[config.mk]
export PLATFORM = sky130hd
export DESIGN_NAME = ordered_unique_playlist_core
export DESIGN_NICKNAME = d
export VERILOG_FILES = /design/src/rtl/opl_pkg.sv /design/src/rtl/ordered_unique_playlist_core.sv /design/src/rtl/opl_ram.sv
export SDC_FILE = /design/constraint.sdc
export NUM_CORES = 1
export LEC_CHECK = 0
export CORE_UTILIZATION = 50
export DETAILED_ROUTE_END_ITERATION = 7
export DONT_BUFFER_PORTS = 1
export GPL_ROUTABILITY_DRIVEN = 0
export HOLD_SLACK_MARGIN = 0.12
export SKIP_CTS_REPAIR_TIMING = 1
export SLEW_MARGIN = 10
export SYNTH_ARGS = -nofsm -noshare
export SYNTH_HDL_FRONTEND = slang
export SYNTH_SLANG_ARGS = --single-unit
export TNS_END_PERCENT = 100
[constraint.sdc]
create_clock -name clk -period 7.8 [get_ports clk]
set_clock_uncertainty 0.2 [all_clocks]
set_input_delay 0.39 -clock clk [delete_from_list [all_inputs] [get_ports clk]]
set_output_delay 0.39 -clock clk [all_outputs]
set_load 0.005 [all_outputs]
[src/rtl/opl_pkg.sv]
package opl_pkg;

  localparam int MAX_TRACKS_DEF = 99;
  localparam int TRACK_W        = 7;
  localparam int CMD_W          = 3;
  localparam int STAT_W         = 3;

  localparam logic [TRACK_W-1:0] LIMIT_RESET = 7'd99;

  // commands
  localparam logic [CMD_W-1:0] CMD_QUERY   = 3'd0;
  localparam logic [CMD_W-1:0] CMD_APPEND  = 3'd1;
  localparam logic [CMD_W-1:0] CMD_REMOVE  = 3'd2;
  localparam logic [CMD_W-1:0] CMD_ADVANCE = 3'd3;
  localparam logic [CMD_W-1:0] CMD_REWIND  = 3'd4;

  // status codes
  localparam logic [STAT_W-1:0] ST_OK     = 3'd0;
  localparam logic [STAT_W-1:0] ST_RANGE  = 3'd1;
  localparam logic [STAT_W-1:0] ST_DUP    = 3'd2;
  localparam logic [STAT_W-1:0] ST_ABSENT = 3'd3;
  localparam logic [STAT_W-1:0] ST_EMPTY  = 3'd4;
  localparam logic [STAT_W-1:0] ST_FULL   = 3'd5;
  localparam logic [STAT_W-1:0] ST_PAST   = 3'd6;

  typedef struct packed {
    logic [CMD_W-1:0]   command;
    logic [TRACK_W-1:0] track;
  } opl_in_t;

  typedef struct packed {
    logic [STAT_W-1:0]  status;
    logic               present;
    logic [TRACK_W-1:0] selection_count;
    logic [TRACK_W-1:0] cursor_pos;
    logic               finished;
    logic [TRACK_W-1:0] track_out;
    logic               next_valid;
    logic [TRACK_W-1:0] first_track;
    logic [TRACK_W-1:0] last_track;
  } opl_out_t;

endpackage

[src/rtl/ordered_unique_playlist_core.sv]
// Channel   Direction  Handshake                 Payload
// in_       input      in_valid / in_stall       opl_in_t  (command, track)
// out_      output     out_valid / out_stall     opl_out_t (status ... last_track)
// cfg_      input      cfg_wr_en                 track_limit (7 bits)
//
// One command at a time; a word runs from accept to the next accept through the
// scan, the execute step, the compaction of a remove, reads of the first, last and
// next entries and the result load. The scan stops at the match and a remove
// compacts only the entries behind it. Synchronous reset (rst_n low) empties the
// list, parks the cursor and sets track_limit to 99; the list RAM is not cleared.
// A new command is taken while the previous result waits under out_stall.
module ordered_unique_playlist_core #(
  parameter int MAX_TRACKS = opl_pkg::MAX_TRACKS_DEF
) (
  input  logic                            clk,
  input  logic                            rst_n,
  input  logic                            in_valid,
  output logic                            in_stall,
  input  opl_pkg::opl_in_t                in_word,
  output logic                            out_valid,
  input  logic                            out_stall,
  output opl_pkg::opl_out_t               out_word,
  input  logic                            cfg_wr_en,
  input  logic [opl_pkg::TRACK_W-1:0]     cfg_wr_data
);

  import opl_pkg::*;

  localparam int ADDR_W = (MAX_TRACKS > 1) ? $clog2(MAX_TRACKS) : 1;
  localparam int CNT_W  = $clog2(MAX_TRACKS + 1);

  localparam logic [3:0] S_IDLE  = 4'd0;
  localparam logic [3:0] S_SRCH  = 4'd1;
  localparam logic [3:0] S_EXEC  = 4'd2;
  localparam logic [3:0] S_SHIFT = 4'd3;
  localparam logic [3:0] S_FIN0  = 4'd4;
  localparam logic [3:0] S_FIN1  = 4'd5;
  localparam logic [3:0] S_FIN2  = 4'd6;
  localparam logic [3:0] S_FIN3  = 4'd7;
  localparam logic [3:0] S_DONE  = 4'd8;

  logic [3:0]         state_r,   state_nxt;
  logic [CMD_W-1:0]   cmd_r,     cmd_nxt;
  logic [TRACK_W-1:0] trk_r,     trk_nxt;
  logic               inrng_r,   inrng_nxt;
  logic [CNT_W-1:0]   scan_r,    scan_nxt;
  logic               chk_vld_r, chk_vld_nxt;
  logic [CNT_W-1:0]   chk_idx_r, chk_idx_nxt;
  logic               found_r,   found_nxt;
  logic [CNT_W-1:0]   pos_r,     pos_nxt;
  logic [CNT_W-1:0]   count_r,   count_nxt;
  logic [CNT_W-1:0]   cursor_r,  cursor_nxt;
  logic [STAT_W-1:0]  status_r,  status_nxt;
  logic               present_r, present_nxt;
  logic               adv_r,     adv_nxt;
  logic [TRACK_W-1:0] first_r,   first_nxt;
  logic [TRACK_W-1:0] last_r,    last_nxt;
  logic [TRACK_W-1:0] tout_r,    tout_nxt;
  logic [TRACK_W-1:0] limit_r;
  logic               out_valid_r;
  opl_out_t           out_word_r;

  // list RAM ports
  logic               ram_we, ram_re;
  logic [ADDR_W-1:0]  ram_waddr, ram_raddr;
  logic [TRACK_W-1:0] ram_wdata, ram_rdata;

  logic               in_acc, out_load, ram_hit, scan_last;
  logic [CNT_W-1:0]   cnt_dec, last_idx, tout_idx, chk_prev;
  logic               tout_ok;
  opl_out_t           result;

  opl_ram #(
    .WIDTH (TRACK_W),
    .DEPTH (MAX_TRACKS)
  ) u_list_ram (
    .clk   (clk),
    .we    (ram_we),
    .waddr (ram_waddr),
    .wdata (ram_wdata),
    .re    (ram_re),
    .raddr (ram_raddr),
    .rdata (ram_rdata)
  );

  assign in_stall  = (state_r != S_IDLE);
  assign in_acc    = in_valid && !in_stall;
  assign out_valid = out_valid_r;
  assign out_word  = out_word_r;
  assign out_load  = (state_r == S_DONE) && (!out_valid_r || !out_stall);

  assign cnt_dec   = count_r - CNT_W'(1);
  assign last_idx  = cnt_dec;
  assign chk_prev  = chk_idx_r - CNT_W'(1);
  assign ram_hit   = chk_vld_r && (ram_rdata == trk_r);
  assign scan_last = chk_vld_r && (chk_idx_r == cnt_dec);
  // after an advance the new current entry sits one behind the cursor
  assign tout_ok   = adv_r || (cursor_r < count_r);
  assign tout_idx  = adv_r ? (cursor_r - CNT_W'(1)) : cursor_r;

  // RAM port steering
  always_comb begin
    ram_we    = 1'b0;
    ram_waddr = count_r[ADDR_W-1:0];
    ram_wdata = trk_r;
    ram_re    = 1'b0;
    ram_raddr = scan_r[ADDR_W-1:0];
    unique case (state_r)
      S_SRCH: begin
        ram_re = (scan_r < count_r);
      end
      S_EXEC: begin
        // append lands at the tail
        ram_we = (cmd_r == CMD_APPEND) && inrng_r && !found_r &&
                 (count_r < CNT_W'(MAX_TRACKS));
      end
      S_SHIFT: begin
        ram_re    = (scan_r < count_r);
        ram_we    = chk_vld_r;
        ram_waddr = chk_prev[ADDR_W-1:0];
        ram_wdata = ram_rdata;
      end
      S_FIN0: begin
        ram_re    = (count_r != '0);
        ram_raddr = '0;
      end
      S_FIN1: begin
        ram_re    = (count_r != '0);
        ram_raddr = last_idx[ADDR_W-1:0];
      end
      S_FIN2: begin
        ram_re    = tout_ok;
        ram_raddr = tout_idx[ADDR_W-1:0];
      end
      S_IDLE, S_FIN3, S_DONE: begin
      end
      default: begin
      end
    endcase
  end

  // command sequencer
  always_comb begin
    state_nxt   = state_r;
    cmd_nxt     = cmd_r;
    trk_nxt     = trk_r;
    inrng_nxt   = inrng_r;
    scan_nxt    = scan_r;
    chk_vld_nxt = chk_vld_r;
    chk_idx_nxt = chk_idx_r;
    found_nxt   = found_r;
    pos_nxt     = pos_r;
    count_nxt   = count_r;
    cursor_nxt  = cursor_r;
    status_nxt  = status_r;
    present_nxt = present_r;
    adv_nxt     = adv_r;
    first_nxt   = first_r;
    last_nxt    = last_r;
    tout_nxt    = tout_r;
    unique case (state_r)
      S_IDLE: begin
        if (in_acc) begin
          cmd_nxt     = in_word.command;
          trk_nxt     = in_word.track;
          inrng_nxt   = (in_word.track < limit_r);
          scan_nxt    = '0;
          chk_vld_nxt = 1'b0;
          found_nxt   = 1'b0;
          status_nxt  = ST_OK;
          adv_nxt     = 1'b0;
          // skip the scan when nothing can match
          state_nxt   = ((in_word.track < limit_r) && (count_r != '0)) ? S_SRCH : S_EXEC;
        end
      end
      S_SRCH: begin
        // issue one read a cycle, compare the word returned from the last one
        if (scan_r < count_r) begin
          scan_nxt = scan_r + CNT_W'(1);
        end
        chk_vld_nxt = (scan_r < count_r);
        chk_idx_nxt = scan_r;
        if (ram_hit) begin
          found_nxt = 1'b1;
          pos_nxt   = chk_idx_r;
          state_nxt = S_EXEC;
        end else if (scan_last) begin
          state_nxt = S_EXEC;
        end
      end
      S_EXEC: begin
        chk_vld_nxt = 1'b0;
        present_nxt = found_r;
        state_nxt   = S_FIN0;
        case (cmd_r)
          CMD_APPEND: begin
            if (!inrng_r) begin
              status_nxt = ST_RANGE;
            end else if (found_r) begin
              status_nxt = ST_DUP;
            end else if (count_r >= CNT_W'(MAX_TRACKS)) begin
              status_nxt = ST_FULL;
            end else begin
              count_nxt   = count_r + CNT_W'(1);
              present_nxt = 1'b1;
            end
          end
          CMD_REMOVE: begin
            if (!inrng_r) begin
              status_nxt = ST_RANGE;
            end else if (!found_r) begin
              status_nxt = ST_ABSENT;
            end else begin
              present_nxt = 1'b0;
              if ((pos_r + CNT_W'(1)) < count_r) begin
                scan_nxt  = pos_r + CNT_W'(1);
                state_nxt = S_SHIFT;
              end else begin
                count_nxt = cnt_dec;
                if (cursor_r > cnt_dec) begin
                  cursor_nxt = cnt_dec;
                end
              end
            end
          end
          CMD_ADVANCE: begin
            if (count_r == '0) begin
              status_nxt = ST_EMPTY;
            end else if (cursor_r >= count_r) begin
              status_nxt = ST_PAST;
            end else begin
              cursor_nxt = cursor_r + CNT_W'(1);
              adv_nxt    = 1'b1;
            end
          end
          CMD_REWIND: begin
            if (count_r == '0) begin
              status_nxt = ST_EMPTY;
            end else begin
              cursor_nxt = CNT_W'(1);
            end
          end
          default: begin
            // unknown commands act as a query but never flag the range
            if ((cmd_r == CMD_QUERY) && !inrng_r) begin
              status_nxt = ST_RANGE;
            end
          end
        endcase
      end
      S_SHIFT: begin
        // read entry k+1 ahead, write it back to k in the next cycle
        if (scan_r < count_r) begin
          scan_nxt = scan_r + CNT_W'(1);
        end
        chk_vld_nxt = (scan_r < count_r);
        chk_idx_nxt = scan_r;
        if (scan_last) begin
          chk_vld_nxt = 1'b0;
          count_nxt   = cnt_dec;
          if (cursor_r > cnt_dec) begin
            cursor_nxt = cnt_dec;
          end
          state_nxt = S_FIN0;
        end
      end
      S_FIN0: begin
        state_nxt = S_FIN1;
      end
      S_FIN1: begin
        first_nxt = ram_rdata;
        state_nxt = S_FIN2;
      end
      S_FIN2: begin
        last_nxt  = ram_rdata;
        state_nxt = S_FIN3;
      end
      S_FIN3: begin
        tout_nxt  = ram_rdata;
        state_nxt = S_DONE;
      end
      S_DONE: begin
        if (out_load) begin
          state_nxt = S_IDLE;
        end
      end
      default: begin
        state_nxt = S_IDLE;
      end
    endcase
  end

  // result word
  always_comb begin
    result.status          = status_r;
    result.present         = present_r;
    result.selection_count = TRACK_W'(count_r);
    result.cursor_pos      = TRACK_W'(cursor_r);
    result.finished        = (count_r != '0) && (cursor_r == count_r);
    result.track_out       = tout_ok ? tout_r : '0;
    result.next_valid      = tout_ok;
    result.first_track     = (count_r != '0) ? first_r : '0;
    result.last_track      = (count_r != '0) ? last_r : '0;
  end

  always_ff @(posedge clk) begin
    if (!rst_n) begin
      state_r     <= S_IDLE;
      count_r     <= '0;
      cursor_r    <= '0;
      chk_vld_r   <= 1'b0;
      limit_r     <= LIMIT_RESET;
      out_valid_r <= 1'b0;
    end else begin
      state_r   <= state_nxt;
      count_r   <= count_nxt;
      cursor_r  <= cursor_nxt;
      chk_vld_r <= chk_vld_nxt;
      if (cfg_wr_en) begin
        limit_r <= cfg_wr_data;
      end
      // hold the result until taken
      if (out_load) begin
        out_valid_r <= 1'b1;
      end else if (!out_stall) begin
        out_valid_r <= 1'b0;
      end
    end
  end

  always_ff @(posedge clk) begin
    cmd_r     <= cmd_nxt;
    trk_r     <= trk_nxt;
    inrng_r   <= inrng_nxt;
    scan_r    <= scan_nxt;
    chk_idx_r <= chk_idx_nxt;
    found_r   <= found_nxt;
    pos_r     <= pos_nxt;
    status_r  <= status_nxt;
    present_r <= present_nxt;
    adv_r     <= adv_nxt;
    first_r   <= first_nxt;
    last_r    <= last_nxt;
    tout_r    <= tout_nxt;
    if (out_load) begin
      out_word_r <= result;
    end
  end

endmodule

[src/rtl/opl_ram.sv]
module opl_ram #(
  parameter int WIDTH = 7,
  parameter int DEPTH = 99
) (
  input  logic                                       clk,
  input  logic                                       we,
  input  logic [((DEPTH > 1) ? $clog2(DEPTH) : 1)-1:0] waddr,
  input  logic [WIDTH-1:0]                           wdata,
  input  logic                                       re,
  input  logic [((DEPTH > 1) ? $clog2(DEPTH) : 1)-1:0] raddr,
  output logic [WIDTH-1:0]                           rdata
);

  logic [WIDTH-1:0] mem [DEPTH];

  always_ff @(posedge clk) begin
    if (we) begin
      mem[waddr] <= wdata;
    end
    if (re) begin
      rdata <= mem[raddr];
    end
  end

endmodule

==> results of run 1 <==
-- routing by layer --
layer | GRT usage | routed length (um) | share of wire
met5 | 0 | 0 | 0
met4 | 0.09786 | 2947 | 0.033
met3 | 0.04381 | 7096 | 0.079
met2 | 0.4007 | 42220 | 0.47
met1 | 0.3551 | 37890 | 0.42
-- final timing paths --
check                          startpoint                       endpoint  slack [ps]  depth (start not counted)
setup / recovery  count_r[0]$_SDFFE_PN0P_  u_list_ram.rdata[6]$_DFFE_PP_        2620                         12
hold / removal                  out_stall     out_word[21]$_SDFFCE_PN0P_         110                          2
setup reg to reg  count_r[0]$_SDFFE_PN0P_  u_list_ram.rdata[6]$_DFFE_PP_        2620                         12
hold reg to reg       present_r$_DFFE_PP_         out_word[37]$_DFFE_PP_         220                          0
-- logic make-up after synthesis --
group                      Yosys count  synth area share
and+or+nand+nor                    882            0.1148
adders and majority gates           39           0.01402
AOI/OAI and AO/OA                  447           0.08546
xor gates and xnor gates            44           0.01150
muxes                              138           0.04467
DFF                                827            0.7056
buffers and inverters              181           0.02404
-- power groups by stage --
stage               clock, W  combinational (W)  sequential (W)
floorplan                  0            0.00374         0.00554
global placement           0            0.00547         0.00566
detailed placement         0            0.00552         0.00566
CTS                  0.00396            0.00554         0.00557
global route         0.00413            0.00597         0.00559
finish               0.00391            0.00559         0.00557
-- through the flow --
step / setup WS (ps) / util / total power, W / hold slack, ps / cell area, um2
4_1_cts: 2748 / 0.5571 / 0.01506 / -403.0 / 38280
5_1_grt: 2405 / 0.5602 / 0.01568 / 128.7 / 38490
2_1_floorplan: 4123 / - / 0.009281 / 200.3 / 34810
3_5_place_dp: 2755 / 0.5185 / 0.01118 / 207.4 / 35620
6_report: 2619 / 0.5602 / 0.01507 / 108.2 / 38490
3_3_place_gp: 2893 / 0.5185 / 0.01112 / 207.2 / 35620
-- layout by cell type (no fill, tap or decap), types with 7 or more instances in the layout --
cell / instances
and3_1: 25
nand2b_1: 8
dlygate4sd3_1: 21
nand3_1: 116
a211oi_1: 19
buf_4: 24
and2_1: 18
nor3_1: 31
mux2_4: 7
o21ai_0: 46
clkbuf_1: 21
or4_1: 15
edfxtp_1: 800
xnor2_1: 20
nor4_1: 16
a31oi_1: 32
nand2_1: 421
ha_1: 39
inv_1: 31
xor2_1: 22
o211ai_1: 10
a221oi_1: 46
mux2i_1: 116
nor2_1: 160
nand4_1: 14
clkbuf_16: 89
clkinv_2: 12
mux4_2: 13
nor2b_1: 22
a21o_1: 32
o22ai_1: 18
clkinv_1: 26
a22oi_1: 26
dfxtp_1: 27
a21oi_1: 147
-- worst max-delay path, stage by stage, from the launching register on --
cell       delay [ps]
dfxtp_1           720
inv_1             260
ha_1              470
nand2b_1           80
a21oi_1           420
o2bb2ai_4         450
buf_12            440
nand2_1           100
and3_1            190
a31oi_1           440
o22ai_1           200
nor4_1            680
or4_1             220
-- layout make-up --
type / instances / area share
Multi-Input combinational cell: 1550 / 0.2466
Sequential cell: 827 / 0.6383
Clock buffer: 110 / 0.05992
Inverter: 33 / 0.003219
Clock inverter: 47 / 0.008973
Tap cell: 931 / 0.03027
Timing Repair Buffer: 50 / 0.01274
==> summary.txt, run 1 <==
Logic synthesis
  – Mean Syn Cell Area: 13.61 um2
  – Post-Synthesis Cells: 2,558
  – Async set-reset flop share out of synthesis: 0
  – Synth Flop Type: edfxtp_1
  – Post-synth cell types: 88
  – Syn_nets: 2,619
  – Biggest area consumer among synthesized cells: edfxtp_1
  – Synth top area share: 0.6900
  – Ys Warns: 0
  – Synth top cells by count: edfxtp_1 (800), nand2_1 (421), nor2_1 (161)
  – Count leader, synth: edfxtp_1
  – Post-synth EDFFs: 800
  – Ranking of synthesized cells by area: edfxtp_1 (69%), nand2_1 (4.5%), mux2i_1 (3.3%)
  – Synthesized cell area: 34,810 um2
  – Post-synthesis sequential area ratio: 0.7056
  – Flop and latch count out of synthesis: 827

STA
  – Final setup viols: 0
  – Slew HR: 0.2251
  – Final Hold Fails: 0
  – Slew Viols, Final: 0
  – Period utilization: 0.6642
  – RSZ-0062 raised after global routing: false
  – FMAX: 193.0 MHz
  – Slew @ Worst Pin: 1160 ps
  – Final TNS setup: 0 ps
  – Final worst path period need: 5181 ps

Pwr
  – Switch share: 0.3848
  – Flop pwr share: 0.370
  – Pwr dens: 391.5 nW/um2
  – Logic gate share of total power: 0.371
  – VDD IR max: 439.9 uV
  – Leakage: 12.93 nW
  – Switch Pwr: 0.005798 W
  – Clock power frac: 0.259
  – Int Pwr: 0.009271 W

Clocking
  – CTS max path bufs: 3
  – Worst-path clk slew: 60 ps
  – CTS buffer count: 86
  – CTS Sinks: 827
  – Clk root buf: clkbuf_16
  – H-tree levels: 3
  – Clk_lat worst skew: 640 ps
  – CTS tree: done

Routing
  – First-pass detailed-route iteration total: 6
  – DR vias: 21,560
  – DR iter-0 viols: 2,451
  – ANT nets after route: 0
  – DRC Markers: 0
  – Wirelength per Cell: 25.41 um
  – DRT Wirelength: 90.16 mm
  – Vias per inst: 6.077

Finish
  – Fill cells: 5,529
  – N_diodes: 0
  – Synth-to-layout area growth: 10.54%
  – Post-Layout Cell Count: 3,548
  – Nets: 2,609
  – Reg area: 24,560 um2
  – Max reg flops: 693
  – Reg with most FFs: u_list_ram.mem
  – Share of layout cells above drive strength 1: 0.07375
  – Area of the multi-input gates: 9492 um2

Run
  – Max Cap Viol: 0

Worst setup path
  – CP arrival: 5480 ps
  – Worst setup SP type: flop
  – Worst EP required: 8100 ps
  – Crit Path Class: reg -> reg
  – Worst Path Max Fanout: 110
  – Endpoint class of the critical path: flop

Place
  – Placed cell count: 3,370
  – Input/output buffers: 0
  – DP HPWL: 54.79 mm

Run status
  – Status: finished, final reports clean

Floorplanning
  – Row count: 96
  – Die width: 265.9 um
  – Die area: 70,690 um2
  – Die Height: 265.9 um
  – I/O pin cnt: 65
  – CORE AREA: 68,710 um2
  – Starting Density: 0.5067

Global route
  – Vias in the first global route: 20,730
  – Largest net degree at the start of global routing: 162
  – First-pass GRT wire length: 133.7 mm
  – Tot GR Track Use: 0.2546
  – Initial antenna violation count: 0
  – Overflow after GRT: 0

Worst hold path
  – Hold WC Path Type: in -> reg
No activity file was read; power rests on OpenSTA's default activity.
==> run 2, diff against run 1 <==
==> constraint.sdc (replaced) <==
create_clock -name clk -period 5.04 [get_ports clk]
set_clock_uncertainty 0.2 [all_clocks]
set_input_delay 0.252 -clock clk [delete_from_list [all_inputs] [get_ports clk]]
set_output_delay 0.252 -clock clk [all_outputs]
set_load 0.005 [all_outputs]
==> summary.txt, run 2 (synthesis gave the netlist of run 1 again) <==
Routing
  – First-pass detailed-route iteration total: 8
  – ANT nets after route: 0
  – Vias per inst: 6.046
  – Wirelength per Cell: 25.13 um
  – DRT Wirelength: 90.48 mm
  – DRC Markers: 0
  – DR vias: 21,770
  – DR iter-0 viols: 2,235

STA
  – Slew @ Worst Pin: 1140 ps
  – Slew HR: 0.2344
  – Worst setup margin: 262.9 ps
  – Final setup viols: 0
  – FMAX: 209.3 MHz
  – Final TNS setup: 0 ps
  – Period utilization: 0.9478
  – Final worst path period need: 4777 ps
  – Slew Viols, Final: 0
  – Final Hold Fails: 0
  – Min Hold Slack: 132.9 ps
  – RSZ-0062 raised after global routing: false

Place
  – Pre-CTS setup slack: 221.8 ps
  – Placed cell count: 3,423
  – DP HPWL: 56.72 mm
  – Input/output buffers: 0

Clocking
  – H-tree levels: 3
  – CTS Sinks: 827
  – Worst-path clk slew: 60 ps
  – CTS tree: done
  – Clk_lat worst skew: 630 ps
  – CTS max path bufs: 3
  – CTS buffer count: 85
  – Clk root buf: clkbuf_16

Finish
  – Most frequent cells in the layout: edfxtp_1 (800), nand2_1 (421), nor2_1 (159)
  – Max reg flops: 693
  – Post-Layout Cell Count: 3,601
  – Commonest non-fill, non-tap cell in the layout: edfxtp_1
  – Share of layout cells above drive strength 1: 0.09326
  – Synth-to-layout area growth: 12.70%
  – N_diodes: 0
  – Reg area: 24,560 um2
  – Nets: 2,671
  – Area of the multi-input gates: 9494 um2
  – Reg with most FFs: u_list_ram.mem
  – Fill cells: 5,461
  – Core Util, Final: 0.5711

Global route
  – Initial antenna violation count: 1
  – Largest net degree at the start of global routing: 86
  – First-pass GRT wire length: 134.1 mm
  – Overflow after GRT: 0
  – Vias in the first global route: 20,990
  – Tot GR Track Use: 0.2561

Floorplanning
  – CORE AREA: 68,710 um2
  – I/O pin cnt: 65
  – Die Height: 265.9 um
  – Die width: 265.9 um
  – Die area: 70,690 um2
  – Starting Density: 0.5067
  – Row count: 96

Worst setup path
  – Endpoint class of the critical path: flop
  – Worst Path Max Fanout: 56
  – Crit Path Class: reg -> reg
  – Worst setup SP type: flop
  – CP arrival: 4920 ps
  – Worst EP required: 5180 ps

Pwr
  – VDD IR max: 411.5 uV
  – Pwr dens: 606.4 nW/um2
  – Leakage: 13.34 nW

Worst hold path
  – Hold WC Path Type: in -> reg

Run status
  – Status: finished, final reports clean

Run
  – Max Cap Viol: 0
==> run 2: changes by cell type in the layout (fill, tap and decap cells not counted), moves of 5 or more <==
| cell | previous run | this run |
|---|---|---|
| buf_4 | 24 | 65 |
| bufinv_16 | 4 | 12 |
| buf_12 | 5 | 17 |
| clkbuf_1 | 21 | 16 |
| dlygate4sd3_1 | 21 | 31 |
| clkinv_1 | 26 | 19 |
==> run 2: power breakdown <==
part	internal (W)	switching, W	total, W
registers	0.00830	0.000260	0.00856
logic	0.00284	0.00611	0.00895
clock network	0.00374	0.00254	0.00628
==> run 2: final timing paths <==
check                                  end                       from  slack (ps)  cells past startpoint
max reg2reg  u_list_ram.rdata[0]$_DFFE_PP_    state_r[1]$_SDFFE_PN0P_         260                     10
min reg2reg         out_word[39]$_DFFE_PP_  status_r[1]$_SDFFCE_PN0P_         220                      0
min                limit_r[2]$_SDFFE_PN0P_             cfg_wr_data[2]         130                      3
max          u_list_ram.rdata[0]$_DFFE_PP_    state_r[1]$_SDFFE_PN0P_         260                     10
==> run 2: through the flow <==
stage / area [um2] / power, W
final: 39240 / 0.02379
after global routing: 39240 / 0.02478
after CTS: 38920 / 0.02379
after detailed placement: 36170 / 0.01753
after global placement: 36170 / 0.01746
after floorplan: 34810 / 0.01436
==> run 2: layout make-up <==
type,instances,area share
repair buffers,113,0.02902
well taps,931,0.02969
clock buffers,103,0.05673
flip-flops and latches,827,0.6260
multi-input cells,1550,0.2420
inverters,33,0.003157
clock inverters,44,0.01339
==> run 2: metal layers <==
metal / wire length [um] / vias up / track usage / part of all wire
li1: - / 9772 / - / -
met1: 38690 / 10870 / 0.3568 / 0.43
met2: 42520 / 961 / 0.4074 / 0.47
met3: 6308 / 166 / 0.04677 / 0.070
met4: 2946 / 2 / 0.08512 / 0.033
met5: 16 / - / 0 / 0.00018
==> run 2: critical path: stages, from the launching register on <==
cell       delay [ps]
dfxtp_1           830
nand4bb_4         200
inv_2             260
o211ai_2          250
o2bb2ai_4         380
buf_12            310
nor2_1            730
nand3_1           260
nand4_1           280
a31oi_1           220
or4_1             570
